### src/rtl/bts_pkg.sv
`default_nettype none

package bts_pkg;

  typedef enum logic [2:0] {
    MODE_EXPECT     = 3'd0,
    MODE_STRLEN     = 3'd1,
    MODE_STRBODY    = 3'd2,
    MODE_INT_FIRST  = 3'd3,
    MODE_INT_SIGNED = 3'd4,
    MODE_INT_DIGITS = 3'd5
  } mode_e;

  typedef enum logic [2:0] {
    EV_NONE    = 3'd0,
    EV_STRLEN  = 3'd1,
    EV_STRBYTE = 3'd2,
    EV_INT     = 3'd3,
    EV_LIST    = 3'd4,
    EV_DICT    = 3'd5,
    EV_CLOSE   = 3'd6,
    EV_ERROR   = 3'd7
  } ev_e;

  // stack entry: bit 0 dictionary, bit 1 key expected next
  localparam logic [1:0] ENT_LIST     = 2'b00;
  localparam logic [1:0] ENT_DICT_VAL = 2'b01;
  localparam logic [1:0] ENT_DICT_KEY = 2'b11;

  localparam logic [7:0] CH_0     = 8'h30;
  localparam logic [7:0] CH_9     = 8'h39;
  localparam logic [7:0] CH_I     = 8'h69;
  localparam logic [7:0] CH_D     = 8'h64;
  localparam logic [7:0] CH_L     = 8'h6C;
  localparam logic [7:0] CH_E     = 8'h65;
  localparam logic [7:0] CH_COLON = 8'h3A;
  localparam logic [7:0] CH_MINUS = 8'h2D;

  localparam logic [35:0] POS_LIMIT = 36'd2147483647;
  localparam logic [35:0] NEG_LIMIT = 36'd2147483648;

  typedef struct packed {
    ev_e                event_res;
    logic signed [31:0] value;
    logic [7:0]         byte_out;
    logic [5:0]         nest_depth;
    logic               is_key;
    logic               element_end;
    logic               top_done;
    logic [31:0]        byte_offset;
  } res_t;

endpackage

`default_nettype wire

### src/rtl/bts_stack_mem.sv
`default_nettype none

module bts_stack_mem
  import bts_pkg::*;
#(
  parameter int Depth = 32,
  parameter int AddrW = 5
) (
  input  wire logic             clk_i,
  input  wire logic             rst_ni,
  input  wire logic             we_i,
  input  wire logic [AddrW-1:0] waddr_i,
  input  wire logic [1:0]       wdata_i,
  input  wire logic [AddrW-1:0] raddr_i,
  output      logic [1:0]       rdata_o
);

  logic [1:0] stack_q [Depth];
  logic [1:0] rdata_q;
  logic [1:0] byp_data_q;
  logic       byp_q;

  always_ff @(posedge clk_i) begin
    if (we_i) begin
      stack_q[waddr_i] <= wdata_i;
    end
    rdata_q    <= stack_q[raddr_i];
    byp_data_q <= wdata_i;
  end

  // write-to-read forwarding on the same entry
  always_ff @(posedge clk_i or negedge rst_ni) begin
    if (!rst_ni) begin
      byp_q <= 1'b0;
    end else begin
      byp_q <= we_i && (waddr_i == raddr_i);
    end
  end

  assign rdata_o = byp_q ? byp_data_q : rdata_q;

endmodule

`default_nettype wire

### src/rtl/bts_core.sv
`default_nettype none

module bts_core
  import bts_pkg::*;
#(
  parameter int MAX_DEPTH = 32
) (
  input  wire logic       clk_i,
  input  wire logic       rst_ni,
  input  wire logic       key_check_i,
  input  wire logic       in_valid_i,
  input  wire logic [7:0] in_data_byte_i,
  input  wire logic       in_restart_i,
  output      logic       in_ready_o,
  output      logic       out_valid_o,
  input  wire logic       out_ready_i,
  output      res_t       out_res_o
);

  localparam int DW = $clog2(MAX_DEPTH + 1);
  localparam int AW = (MAX_DEPTH > 1) ? $clog2(MAX_DEPTH) : 1;

  mode_e        mode_q, mode_d, mode_c;
  logic [31:0]  acc_q, acc_d, acc_c;
  logic         neg_q, neg_d, neg_c;
  logic [30:0]  left_q, left_d;
  logic [DW-1:0] dep_q, dep_d, dep_c;
  logic [1:0]   tos_q, tos_d;
  logic [31:0]  off_q, off_c;
  logic         err_q, err_c;
  logic         out_valid_q;
  res_t         res_q;

  logic         accept;
  logic [7:0]   b;
  logic         digit, is_i, is_l, is_d, is_e, is_colon, is_minus;
  logic [3:0]   dval;
  logic [35:0]  acc_mul;
  logic [35:0]  lim;
  logic         ovf;
  logic         kp, kp_pop, full;
  logic [1:0]   nxt;
  logic [1:0]   base;

  ev_e          ev;
  logic [31:0]  val;
  logic         key, ende, fin, push, pop, err;
  logic [DW-1:0] dep_n;

  logic          mem_we;
  logic [DW:0]   waddr_full, raddr_full;
  logic [DW-1:0] raddr_dep;
  logic [DW+5:0] dep_ext;

  assign accept     = in_valid_i && in_ready_o;
  assign in_ready_o = !out_valid_q || out_ready_i;

  assign b        = in_data_byte_i;
  assign digit    = (b >= CH_0) && (b <= CH_9);
  assign dval     = digit ? 4'(b - CH_0) : 4'd0;
  assign is_i     = (b == CH_I);
  assign is_l     = (b == CH_L);
  assign is_d     = (b == CH_D);
  assign is_e     = (b == CH_E);
  assign is_colon = (b == CH_COLON);
  assign is_minus = (b == CH_MINUS);

  // restart clears everything before the byte is taken
  assign mode_c = in_restart_i ? MODE_EXPECT : mode_q;
  assign acc_c  = in_restart_i ? 32'd0 : acc_q;
  assign neg_c  = in_restart_i ? 1'b0 : neg_q;
  assign dep_c  = in_restart_i ? '0 : dep_q;
  assign err_c  = in_restart_i ? 1'b0 : err_q;
  assign off_c  = in_restart_i ? 32'd0 : off_q;

  assign acc_mul = {1'b0, acc_c, 3'b000} + {3'b000, acc_c, 1'b0} + {32'd0, dval};
  assign lim     = (mode_c == MODE_INT_DIGITS && neg_c) ? NEG_LIMIT : POS_LIMIT;
  assign ovf     = acc_mul > lim;

  assign kp     = (dep_c != '0) && (tos_q == ENT_DICT_KEY);
  assign kp_pop = (dep_c > DW'(1)) && (nxt == ENT_DICT_KEY);
  assign full   = (dep_c == DW'(MAX_DEPTH));

  // token decode and actions
  always_comb begin
    ev   = EV_NONE;
    val  = 32'd0;
    key  = 1'b0;
    ende = 1'b0;
    fin  = 1'b0;
    push = 1'b0;
    pop  = 1'b0;
    err  = 1'b0;
    if (err_c) begin
      err = 1'b1;
    end else begin
      case (mode_c)
        MODE_EXPECT: begin
          if (digit) begin
            key = kp;
          end else if (is_i || is_l || is_d) begin
            if (kp && key_check_i) begin
              err = 1'b1;
            end else if (is_i) begin
              key = kp;
            end else if (full) begin
              err = 1'b1;
            end else begin
              push = 1'b1;
              ev   = is_d ? EV_DICT : EV_LIST;
              key  = kp;
            end
          end else if (is_e && dep_c != '0) begin
            if (tos_q == ENT_DICT_VAL) begin
              err = 1'b1;
            end else begin
              pop  = 1'b1;
              ev   = EV_CLOSE;
              key  = kp_pop;
              ende = 1'b1;
              fin  = 1'b1;
            end
          end else begin
            err = 1'b1;
          end
        end
        MODE_STRLEN: begin
          key = kp;
          if (digit) begin
            err = ovf;
          end else if (is_colon) begin
            ev  = EV_STRLEN;
            val = acc_c;
            if (acc_c == 32'd0) begin
              ende = 1'b1;
              fin  = 1'b1;
            end
          end else begin
            err = 1'b1;
          end
        end
        MODE_STRBODY: begin
          key = kp;
          ev  = EV_STRBYTE;
          if (left_q == 31'd1) begin
            ende = 1'b1;
            fin  = 1'b1;
          end
        end
        MODE_INT_FIRST, MODE_INT_SIGNED: begin
          key = kp;
          if (!digit && !(is_minus && mode_c == MODE_INT_FIRST)) begin
            err = 1'b1;
          end
        end
        MODE_INT_DIGITS: begin
          key = kp;
          if (digit) begin
            err = (acc_c == 32'd0) || ovf;
          end else if (is_e) begin
            if (neg_c && acc_c == 32'd0) begin
              err = 1'b1;
            end else begin
              ev   = EV_INT;
              val  = neg_c ? (32'd0 - acc_c) : acc_c;
              ende = 1'b1;
              fin  = 1'b1;
            end
          end else begin
            err = 1'b1;
          end
        end
        default: begin
          err = 1'b1;
        end
      endcase
    end
    if (err) begin
      ev   = EV_ERROR;
      val  = 32'd0;
      key  = 1'b0;
      ende = 1'b0;
      fin  = 1'b0;
      push = 1'b0;
      pop  = 1'b0;
    end
  end

  // next parse state
  always_comb begin
    mode_d = mode_c;
    acc_d  = acc_c;
    neg_d  = neg_c;
    left_d = in_restart_i ? 31'd0 : left_q;
    if (!err) begin
      case (mode_c)
        MODE_EXPECT: begin
          if (digit) begin
            acc_d  = {28'd0, dval};
            mode_d = MODE_STRLEN;
          end else if (is_i) begin
            acc_d  = 32'd0;
            neg_d  = 1'b0;
            mode_d = MODE_INT_FIRST;
          end
        end
        MODE_STRLEN: begin
          if (digit) begin
            acc_d = acc_mul[31:0];
          end else if (is_colon) begin
            left_d = acc_c[30:0];
            if (acc_c != 32'd0) begin
              mode_d = MODE_STRBODY;
            end
          end
        end
        MODE_STRBODY: begin
          left_d = left_q - 31'd1;
        end
        MODE_INT_FIRST, MODE_INT_SIGNED: begin
          if (digit) begin
            acc_d  = {28'd0, dval};
            mode_d = MODE_INT_DIGITS;
          end else if (is_minus) begin
            neg_d  = 1'b1;
            mode_d = MODE_INT_SIGNED;
          end
        end
        MODE_INT_DIGITS: begin
          if (digit) begin
            acc_d = acc_mul[31:0];
          end
        end
        default: begin
          mode_d = mode_c;
        end
      endcase
      if (fin) begin
        mode_d = MODE_EXPECT;
      end
    end
  end

  // container stack: top entry in tos_q, the rest in memory
  always_comb begin
    dep_n = dep_c;
    if (push) begin
      dep_n = dep_c + DW'(1);
    end else if (pop) begin
      dep_n = dep_c - DW'(1);
    end
    base = pop ? nxt : tos_q;
    if (push) begin
      tos_d = is_d ? ENT_DICT_KEY : ENT_LIST;
    end else if (fin && dep_n != '0) begin
      tos_d = base ^ {base[0], 1'b0};
    end else begin
      tos_d = base;
    end
  end

  assign dep_d      = dep_n;
  assign mem_we     = accept && push && (dep_c != '0);
  assign waddr_full = {1'b0, dep_c} - (DW + 1)'(1);
  assign raddr_dep  = accept ? dep_n : dep_q;
  assign raddr_full = {1'b0, raddr_dep} - (DW + 1)'(2);

  bts_stack_mem #(
    .Depth (MAX_DEPTH),
    .AddrW (AW)
  ) u_stack (
    .clk_i   (clk_i),
    .rst_ni  (rst_ni),
    .we_i    (mem_we),
    .waddr_i (waddr_full[AW-1:0]),
    .wdata_i (tos_q),
    .raddr_i (raddr_full[AW-1:0]),
    .rdata_o (nxt)
  );

  assign dep_ext = {6'd0, dep_n};

  always_ff @(posedge clk_i or negedge rst_ni) begin
    if (!rst_ni) begin
      mode_q      <= MODE_EXPECT;
      acc_q       <= 32'd0;
      neg_q       <= 1'b0;
      left_q      <= 31'd0;
      dep_q       <= '0;
      tos_q       <= ENT_LIST;
      off_q       <= 32'd0;
      err_q       <= 1'b0;
      out_valid_q <= 1'b0;
    end else begin
      if (accept) begin
        mode_q      <= mode_d;
        acc_q       <= acc_d;
        neg_q       <= neg_d;
        left_q      <= left_d;
        dep_q       <= dep_d;
        tos_q       <= tos_d;
        off_q       <= off_c + 32'd1;
        err_q       <= err_c || err;
        out_valid_q <= 1'b1;
      end else if (out_ready_i) begin
        out_valid_q <= 1'b0;
      end
    end
  end

  always_ff @(posedge clk_i) begin
    if (accept) begin
      res_q.event_res   <= ev;
      res_q.value       <= $signed(val);
      res_q.byte_out    <= b;
      res_q.nest_depth  <= dep_ext[5:0];
      res_q.is_key      <= key;
      res_q.element_end <= ende;
      res_q.top_done    <= fin && (dep_n == '0);
      res_q.byte_offset <= off_c;
    end
  end

  assign out_valid_o = out_valid_q;
  assign out_res_o   = res_q;

`ifndef SYNTHESIS
  a_depth_bound: assert property (@(posedge clk_i) disable iff (!rst_ni)
    dep_q <= DW'(MAX_DEPTH))
    else $error("stack depth beyond bound");

  a_err_sticky: assert property (@(posedge clk_i) disable iff (!rst_ni)
    (accept && !in_restart_i && err_q) |=> err_q)
    else $error("error latch cleared without restart");

  a_accept_loads: assert property (@(posedge clk_i) disable iff (!rst_ni)
    accept |=> out_valid_q)
    else $error("accepted byte produced no result");

  a_body_left: assert property (@(posedge clk_i) disable iff (!rst_ni)
    (mode_q == MODE_STRBODY) |-> (left_q != 31'd0))
    else $error("string body with no bytes left");

  a_err_clean: assert property (@(posedge clk_i) disable iff (!rst_ni)
    (out_valid_q && res_q.event_res == EV_ERROR) |->
      (res_q.value == 32'sd0 && !res_q.element_end && !res_q.top_done))
    else $error("error result carries token data");
`endif

endmodule

`default_nettype wire

### config.mk
export PLATFORM = sky130hd
export DESIGN_NAME = bts_core
export DESIGN_NICKNAME = d
export VERILOG_FILES = /design/src/rtl/bts_pkg.sv /design/src/rtl/bts_stack_mem.sv /design/src/rtl/bts_core.sv
export SDC_FILE = /design/constraint.sdc
export NUM_CORES = 1
export LEC_CHECK = 0
export BUFFER_PORTS_ARGS = -buffer_cell sky130_fd_sc_hd__clkbuf_2
export CAP_MARGIN = 20
export CORE_MARGIN = 2
export CORE_UTILIZATION = 28
export CTS_CLUSTER_DIAMETER = 60
export DETAILED_ROUTE_END_ITERATION = 12
export GPL_ROUTABILITY_DRIVEN = 0
export MAX_ROUTING_LAYER = met4
export PLACE_DENSITY = 0.4
export SYNTH_ARGS = -nofsm -noshare
export SYNTH_HDL_FRONTEND = slang
export SYNTH_SLANG_ARGS = --single-unit
### constraint.sdc
create_clock -name clk_i -period 9.6 [get_ports clk_i]
set_input_delay 0.48 -clock clk_i [delete_from_list [all_inputs] [get_ports clk_i]]
set_output_delay 0.48 -clock clk_i [all_outputs]
set_load 0.01 [all_outputs]
* After elaboration in Yosys (flattened, before gate mapping)
Memory sizes are Yosys's and may differ from the RTL's. A register that Yosys moved wholly into a read port is not among the register bits.
Cells that the tools add are included.
** Cells by class
- $add $sub $neg :: 10
- $lt $le $gt $ge :: 4
- Equal/unequal tests :: 17
- Muxes and demuxes :: 117
- Bitwise operators :: 1
- Reduce and logical (&&, ||, !) cells :: 34
** Operators by type and width (number)
- $mux 32 :: 14
- $mux 31 :: 4
- $pmux 32 s3 :: 1
- $pmux 32 s2 :: 1
- $pmux 31 s2 :: 1
- $mux 1 :: 59
- $mux 3 :: 18
- $add 35x33->36 :: 1
- $add 36x4->36 :: 1
- $gt 36x32->1 :: 1
- $add 32x1->32 const B :: 1
- $eq 8x7->1 const B :: 4
- $logic_not 32->1 :: 1
- $reduce_bool 32->1 :: 1
- $sub 1x32->32 const A :: 1
- $eq 31x1->1 const B :: 1
- $sub 31x1->31 const B :: 1
- $mux 6 :: 4
- $eq 8x6->1 const B :: 2
- $mux 2 :: 8
- $logic_and 1x1->1 :: 15
- $pmux 3 s4 :: 1
- $reduce_bool 6->1 :: 2
- $pmux 3 s3 :: 1
- other kinds (27) :: 39
** Word-level totals
- Bits in registers :: 196
- Bits in writable memories :: 64
- Input bits :: 14
- Output and inout bits :: 86
- Logic and storage cells :: 203
- Memories kept :: 1
** Memory list
- u_stack.stack_q :: words 32, bits a word 2, rd ports 1, clocked after Yosys merged registers in 1, wr ports 1, line bts_stack_mem.sv:18 : logic [1:0] stack_q [Depth];

* Depth between registers and ports, before layout
- Depth after elaboration :: 16
- Gate-level depth with buffers :: 43
- Mapped depth without buffers :: 35

* Hierarchy
From an unflattened synthesis, not the netlist that was laid out.
** Second synthesis, totals
- Cells, all modules :: 1751
- Area, all modules :: 16759.8 µm²
** Modules (own cells, without submodules)
- bts_core :: instances 1, cells each 1551, area each 13808.2 µm², seq. area each 5250.0 µm²
- bts_stack_mem :: instances 1, cells each 200, area each 2951.6 µm², seq. area each 2026.9 µm²

* Least setup slack after synthesis
Ideal clock, no wire load.
- Path kind :: input to register
- From :: input in_restart_i
- To :: register u_stack.rdata_q[1] (read register of u_stack.stack_q)
- Library setup time :: 79 ps
- Arrival time :: 9370 ps
- Required time :: 9521 ps
- Setup slack :: 150 ps
- Stages :: 38
- Buffers on the path :: 11
- Path through :: buf_2 -> buf_1 -> clkbuf_1 -> clkbuf_1 -> buf_1 -> buf_1 -> clkbuf_1 -> clkbuf_1 -> clkbuf_1 -> nor2b_1 -> ha_1 -> ha_1 -> nand2_1 -> or4_1 -> o22a_1 -> nand2b_1 -> a21oi_1 -> and2_1 -> [... 2 more ...] -> a21oi_1 -> xnor2_1 -> ha_1 -> nand4_1 -> or4_1 -> nor2_1 -> o2bb2ai_1 -> or4_4 -> or4_4 -> a31oi_4 -> and2_4 -> buf_8 -> ha_1 -> inv_1 -> clkbuf_1 -> mux4_2 -> mux2_4 -> a211oi_2
** On the way
- Word-level cells in the longest chain between the ends :: 14
- Elaborated cells on any way between the ends :: 61
- Classes of those cells :: add/sub (5); order compare (1); eq/ne (6); mux (36); reduce/logical (13)
** Ends and longest elaborated chain
- from (decl) :: line bts_core.sv:13 : input wire logic in_restart_i,
- parallel branches: the longest is 11 deep, another holds $add 35x33->36
- $mux 6 (*) :: line bts_core.sv:247 : if (push) begin
- $mux 6 (*)
- $sub 5x2->5 (*) :: line bts_core.sv:266 : assign raddr_full = {1'b0, raddr_dep} - (DW + 1)'(2);
- to (decl) :: line bts_stack_mem.sv:19 : logic [1:0] rdata_q;
Mark *: on every way between the ends.
A chain may end at the register's enable or synchronous reset.

* Worst setup path after layout
- From :: register acc_q[13]
- To :: register u_stack.rdata_q[1] (read register of u_stack.stack_q)
** On the way
- Word-level cells in the longest chain between the ends :: 13
- Elaborated cells on any way between the ends :: 19
- Classes of those cells :: add/sub (3); order compare (1); mux (12); reduce/logical (3)
** Ends and longest elaborated chain
- from (decl) :: line bts_core.sv:24 : logic [31:0] acc_q, acc_d, acc_c;
- from (signal assigned) :: line bts_core.sv:286 : acc_q <= 32'd0;
- from (signal assigned) :: line bts_core.sv:297 : acc_q <= acc_d;
- $mux 32 (*) :: line bts_core.sv:70 : assign acc_c = in_restart_i ? 32'd0 : acc_q;
- $add 35x33->36 / $logic_not 32->1 (equally long branches) :: line bts_core.sv:76, bts_core.sv:159, bts_core.sv:161
- $add 36x4->36 / $logic_and 1x1->1 (equally long branches) :: line bts_core.sv:76, bts_core.sv:161
- $gt 36x32->1 / $mux 1 (equally long branches) :: line bts_core.sv:78, bts_core.sv:161
- $logic_or 1x1->1 / $mux 1 (equally long branches) :: line bts_core.sv:159, bts_core.sv:160
- $mux 1 :: line bts_core.sv:158 : if (digit) begin
- $pmux 1 s5 (*) :: line bts_core.sv:97 : case (mode_c)
- $mux 1 (*) :: line bts_core.sv:94 : if (err_c) begin
- $mux 1 :: line bts_core.sv:178 : if (err) begin
- $mux 6 :: line bts_core.sv:249 : end else if (pop) begin
- $mux 6 (*) :: line bts_core.sv:247
- $mux 6 (*)
- $sub 5x2->5 (*) :: line bts_core.sv:266
Every way passes the cells marked *; elsewhere a longest branch is shown, timed or not.

==> results.json <==
{
  "required_ns": 10.10,
  "antenna_found_initial": 3,
  "mostFrequentLayoutCells": "nand2_1, a21oi_1, nor2_1, o21ai_0, edfxtp_1",
  "ys_warn_count": 0,
  "first_iter_violations": 1184,
  "setup_slack_ns": 0.978,
  "drt_pass1_iterations": 5,
  "worstPathMaxFanout": 13,
  "setup_tns_ns": 0,
  "arrival_ns": 9.12,
  "syn_nets": 1981,
  "violations": "negative hold slack",
  "core_um2": 60600,
  "finish.instance_area_um2": 19800,
  "placementRows": 90,
  "place_worst_setup_slack_ns": 0.563,
  "slew-limit-headroom_pct": 31.9,
  "ys_seq_elements": 262,
  "synth_edf_count": 148,
  "final_common_cell": "nand2_1",
  "clk_path_buf_depth": 3,
  "syn_area_um2": 17200,
  "via_count": 15300,
  "route.detailed.drc": 0,
  "path_class": "flop to flop",
  "cts_sinks": 262,
  "skew_ns": 0.0545,
  "cts_root_buf": "clkbuf_16",
  "synth_area_leaders": "edfxtp_1, dfrtp_1, ha_1",
  "worst_slew_pin_slew_ns": 1.02,
  "critical-path-max-stage-delay_ns": 0.58,
  "r2r_slack_ns": 0.98,
  "synth_top_area_share_pct": 25.8,
  "antenna_left": 0,
  "clk_pin_slew_worst_paths_ns": 0.05,
  "cts_inserted_buffers": 38,
  "hold_slack_ns": -0.00709,
  "synth_area_per_cell_um2": 9.26,
  "r2r.worst_path.cells": 29,
  "min_path_type": "input pin to asynchronous set/reset pin",
  "dieArea_um2": 63500,
  "start_kind": "flop",
  "synth-main-ff-cell": "edfxtp_1",
  "post_cts_buffers": 0,
  "min_period_ns": 8.62,
  "drive_above_1_share_pct": 11.6,
  "hold_buffers": 0,
  "die_x_um": 252,
  "avgViaCountPerCell": 5.54,
  "initial_core_util_pct": 28.4,
  "cts_tree": "built",
  "r2r_end": "u_stack.rdata_q[1]",
  "grt_pass1_vias": 15000,
  "crit_path_end_kind": "flop",
  "hold_viol": 1,
  "nets": 2066,
  "power.density_nw_per_um2": 145,
  "finalSetupViolCount": 0,
  "grt_overflow": 0,
  "maxSlewViolCount": 0,
  "synth_seq_area_share_pct": 42.3,
  "p_leak_nw": 8.21,
  "ys_types": 89,
  "track_usage_pct": 20.1,
  "worstSkewPairLatency_ns": 0.59,
  "cts-resized-gates": 0,
  "grt_max_degree": 62,
  "placedInstanceArea_um2": 18600,
  "dp_hpwl_um": 44500,
  "ys_async_sr_fraction_pct": 42.0,
  "ctsHtreeMaxLevel": 2,
  "cp_slowest_cell": "or4_1",
  "fin_crit_sh_pct": 89.8,
  "timing.fmax_mhz": 116,
  "status": "complete, but fails checks",
  "dieHeight_um": 252,
  "maxCapViolations": 0,
  "syn2layout_area_growth_pct": 15.3,
  "yosys.area.top_type": "edfxtp_1",
  "portBuffers": 99,
  "finalWirelength_um": 62100,
  "rsz0062_at_grt": "false",
  "peakVddDrop_uv": 102,
  "grt_pass1_wl_um": 95300,
  "synthCells": 1859,
  "wl_per_cell_um": 22.5,
  "reg2reg_from": "acc_q[13]",
  "crit_top_cell": "ha_1",
  "pin_count": 100
}
synth_stat cells (6+ instances only):
master     count
a221oi_1       8
and3_1        22
nor4_1        17
xor2_1        30
nor2_1       160
inv_1         47
a211oi_1      12
a21o_1        17
clkbuf_1      76
o21a_1         9
o31ai_1       14
a22o_1        37
o22ai_1       17
o32a_1         6
or3_1         24
o2111ai_1      6
a22oi_1       14
a21oi_1      158
nand2_1      185
o211ai_1      17
a31oi_1        9
nand3_1       51
buf_2          6
nor3_1        63
ha_1         106
o21ai_1        8
dfrtp_1      110
edfxtp_1     148
buf_1          8
o21bai_1       9
nor2b_1       69
a41oi_1        6
nand4_1       21
and2_1        13
nand4b_1      13
mux2i_1       22
nand2b_1      16
a32oi_1        6
xnor2_1       36
o21ai_0      154
cell type report:
cell class	count	area [µm²]
Fill cell	6320	40700
Multi-Input combinational cell	1456	9390
Sequential cell	262	7280
Clock buffer	48	1010
Tap cell	782	978
Timing Repair Buffer	137	786
Clock inverter	21	200
Inverter	49	189
Antenna cell	3	7.51
layer usage:
layer | track usage (%) | vias to the layer above | wire length, µm
li1 | - | 7143 | -
met3 | 2.82 | 81 | 3160
met1 | 28.1 | 7623 | 29800
met4 | 5.33 | 0 | 1500
met2 | 30.5 | 442 | 27700
met5 | - | - | 0
registers in the layout, summed over array words and instances, names as in the netlist, 2 cells and up:
signal / cells
mode_q: 3
dep_q: 6
u_stack.byp_data_q: 2
off_q: 32
u_stack.stack_q: 64
tos_q: 2
u_stack.rdata_q: 2
left_q: 31
out_res_o: 84
acc_q: 32
critical path, delay by kind of cell (launching register included):
kind,cells,cell delay [ns]
DFF,1,0.44
adders and majority gates,4,1.49
and+or+nand+nor,13,4.07
xor gates and xnor gates,1,0.16
AOI/OAI and AO/OA,10,1.97
buffers and inverters,1,0.43
worst max-delay path by stage:
stage / startpoint / endpoint / slack (ns) / cells after the start
5_1_grt: acc_q[0] / u_stack.rdata_q[1] / 0.38 / 31
2_1_floorplan: in_restart_i / u_stack.rdata_q[1] / 0.15 / 38
3_5_place_dp: in_restart_i / u_stack.rdata_q[1] / 0.56 / 31
4_1_cts: acc_q[14] / u_stack.rdata_q[1] / 1.11 / 29
6_report: acc_q[13] / u_stack.rdata_q[1] / 0.98 / 29
3_3_place_gp: in_restart_i / u_stack.rdata_q[1] / 0.77 / 31
power breakdown:
part / internal [mW] / switching [mW]
logic: 0.0783 / 0.172
registers: 1.23 / 0.0257
clock network: 0.810 / 0.561
total: 2.12 / 0.759
cells by family after synthesis:
group                    count (synthesis)  synth area share (%)
AO/OA/AOI/OAI                          564                  21.0
XOR/XNOR                                67                  3.45
adder cells (fa/ha/maj)                108                  7.94
buffers and inverters                  141                  3.22
flip-flops                             262                  42.3
multiplexers                            32                  2.28
AND/OR/NAND/NOR                        685                  19.8
metrics by stage:
step | cells | hold WS [ns] | power [mW] | util (%)
3_3_place_gp | 2686 | 0.480 | 1.53 | 30.7
3_5_place_dp | 2686 | 0.495 | 1.53 | 30.7
2_1_floorplan | 1859 | 0.184 | 1.43 | -
5_1_grt | 2758 | 0.0462 | 2.99 | 32.7
6_report | 2758 | -0.00709 | 2.88 | 32.7
4_1_cts | 2755 | 0.00770 | 2.92 | 32.7
No activity file was read; power rests on OpenSTA's default activity.
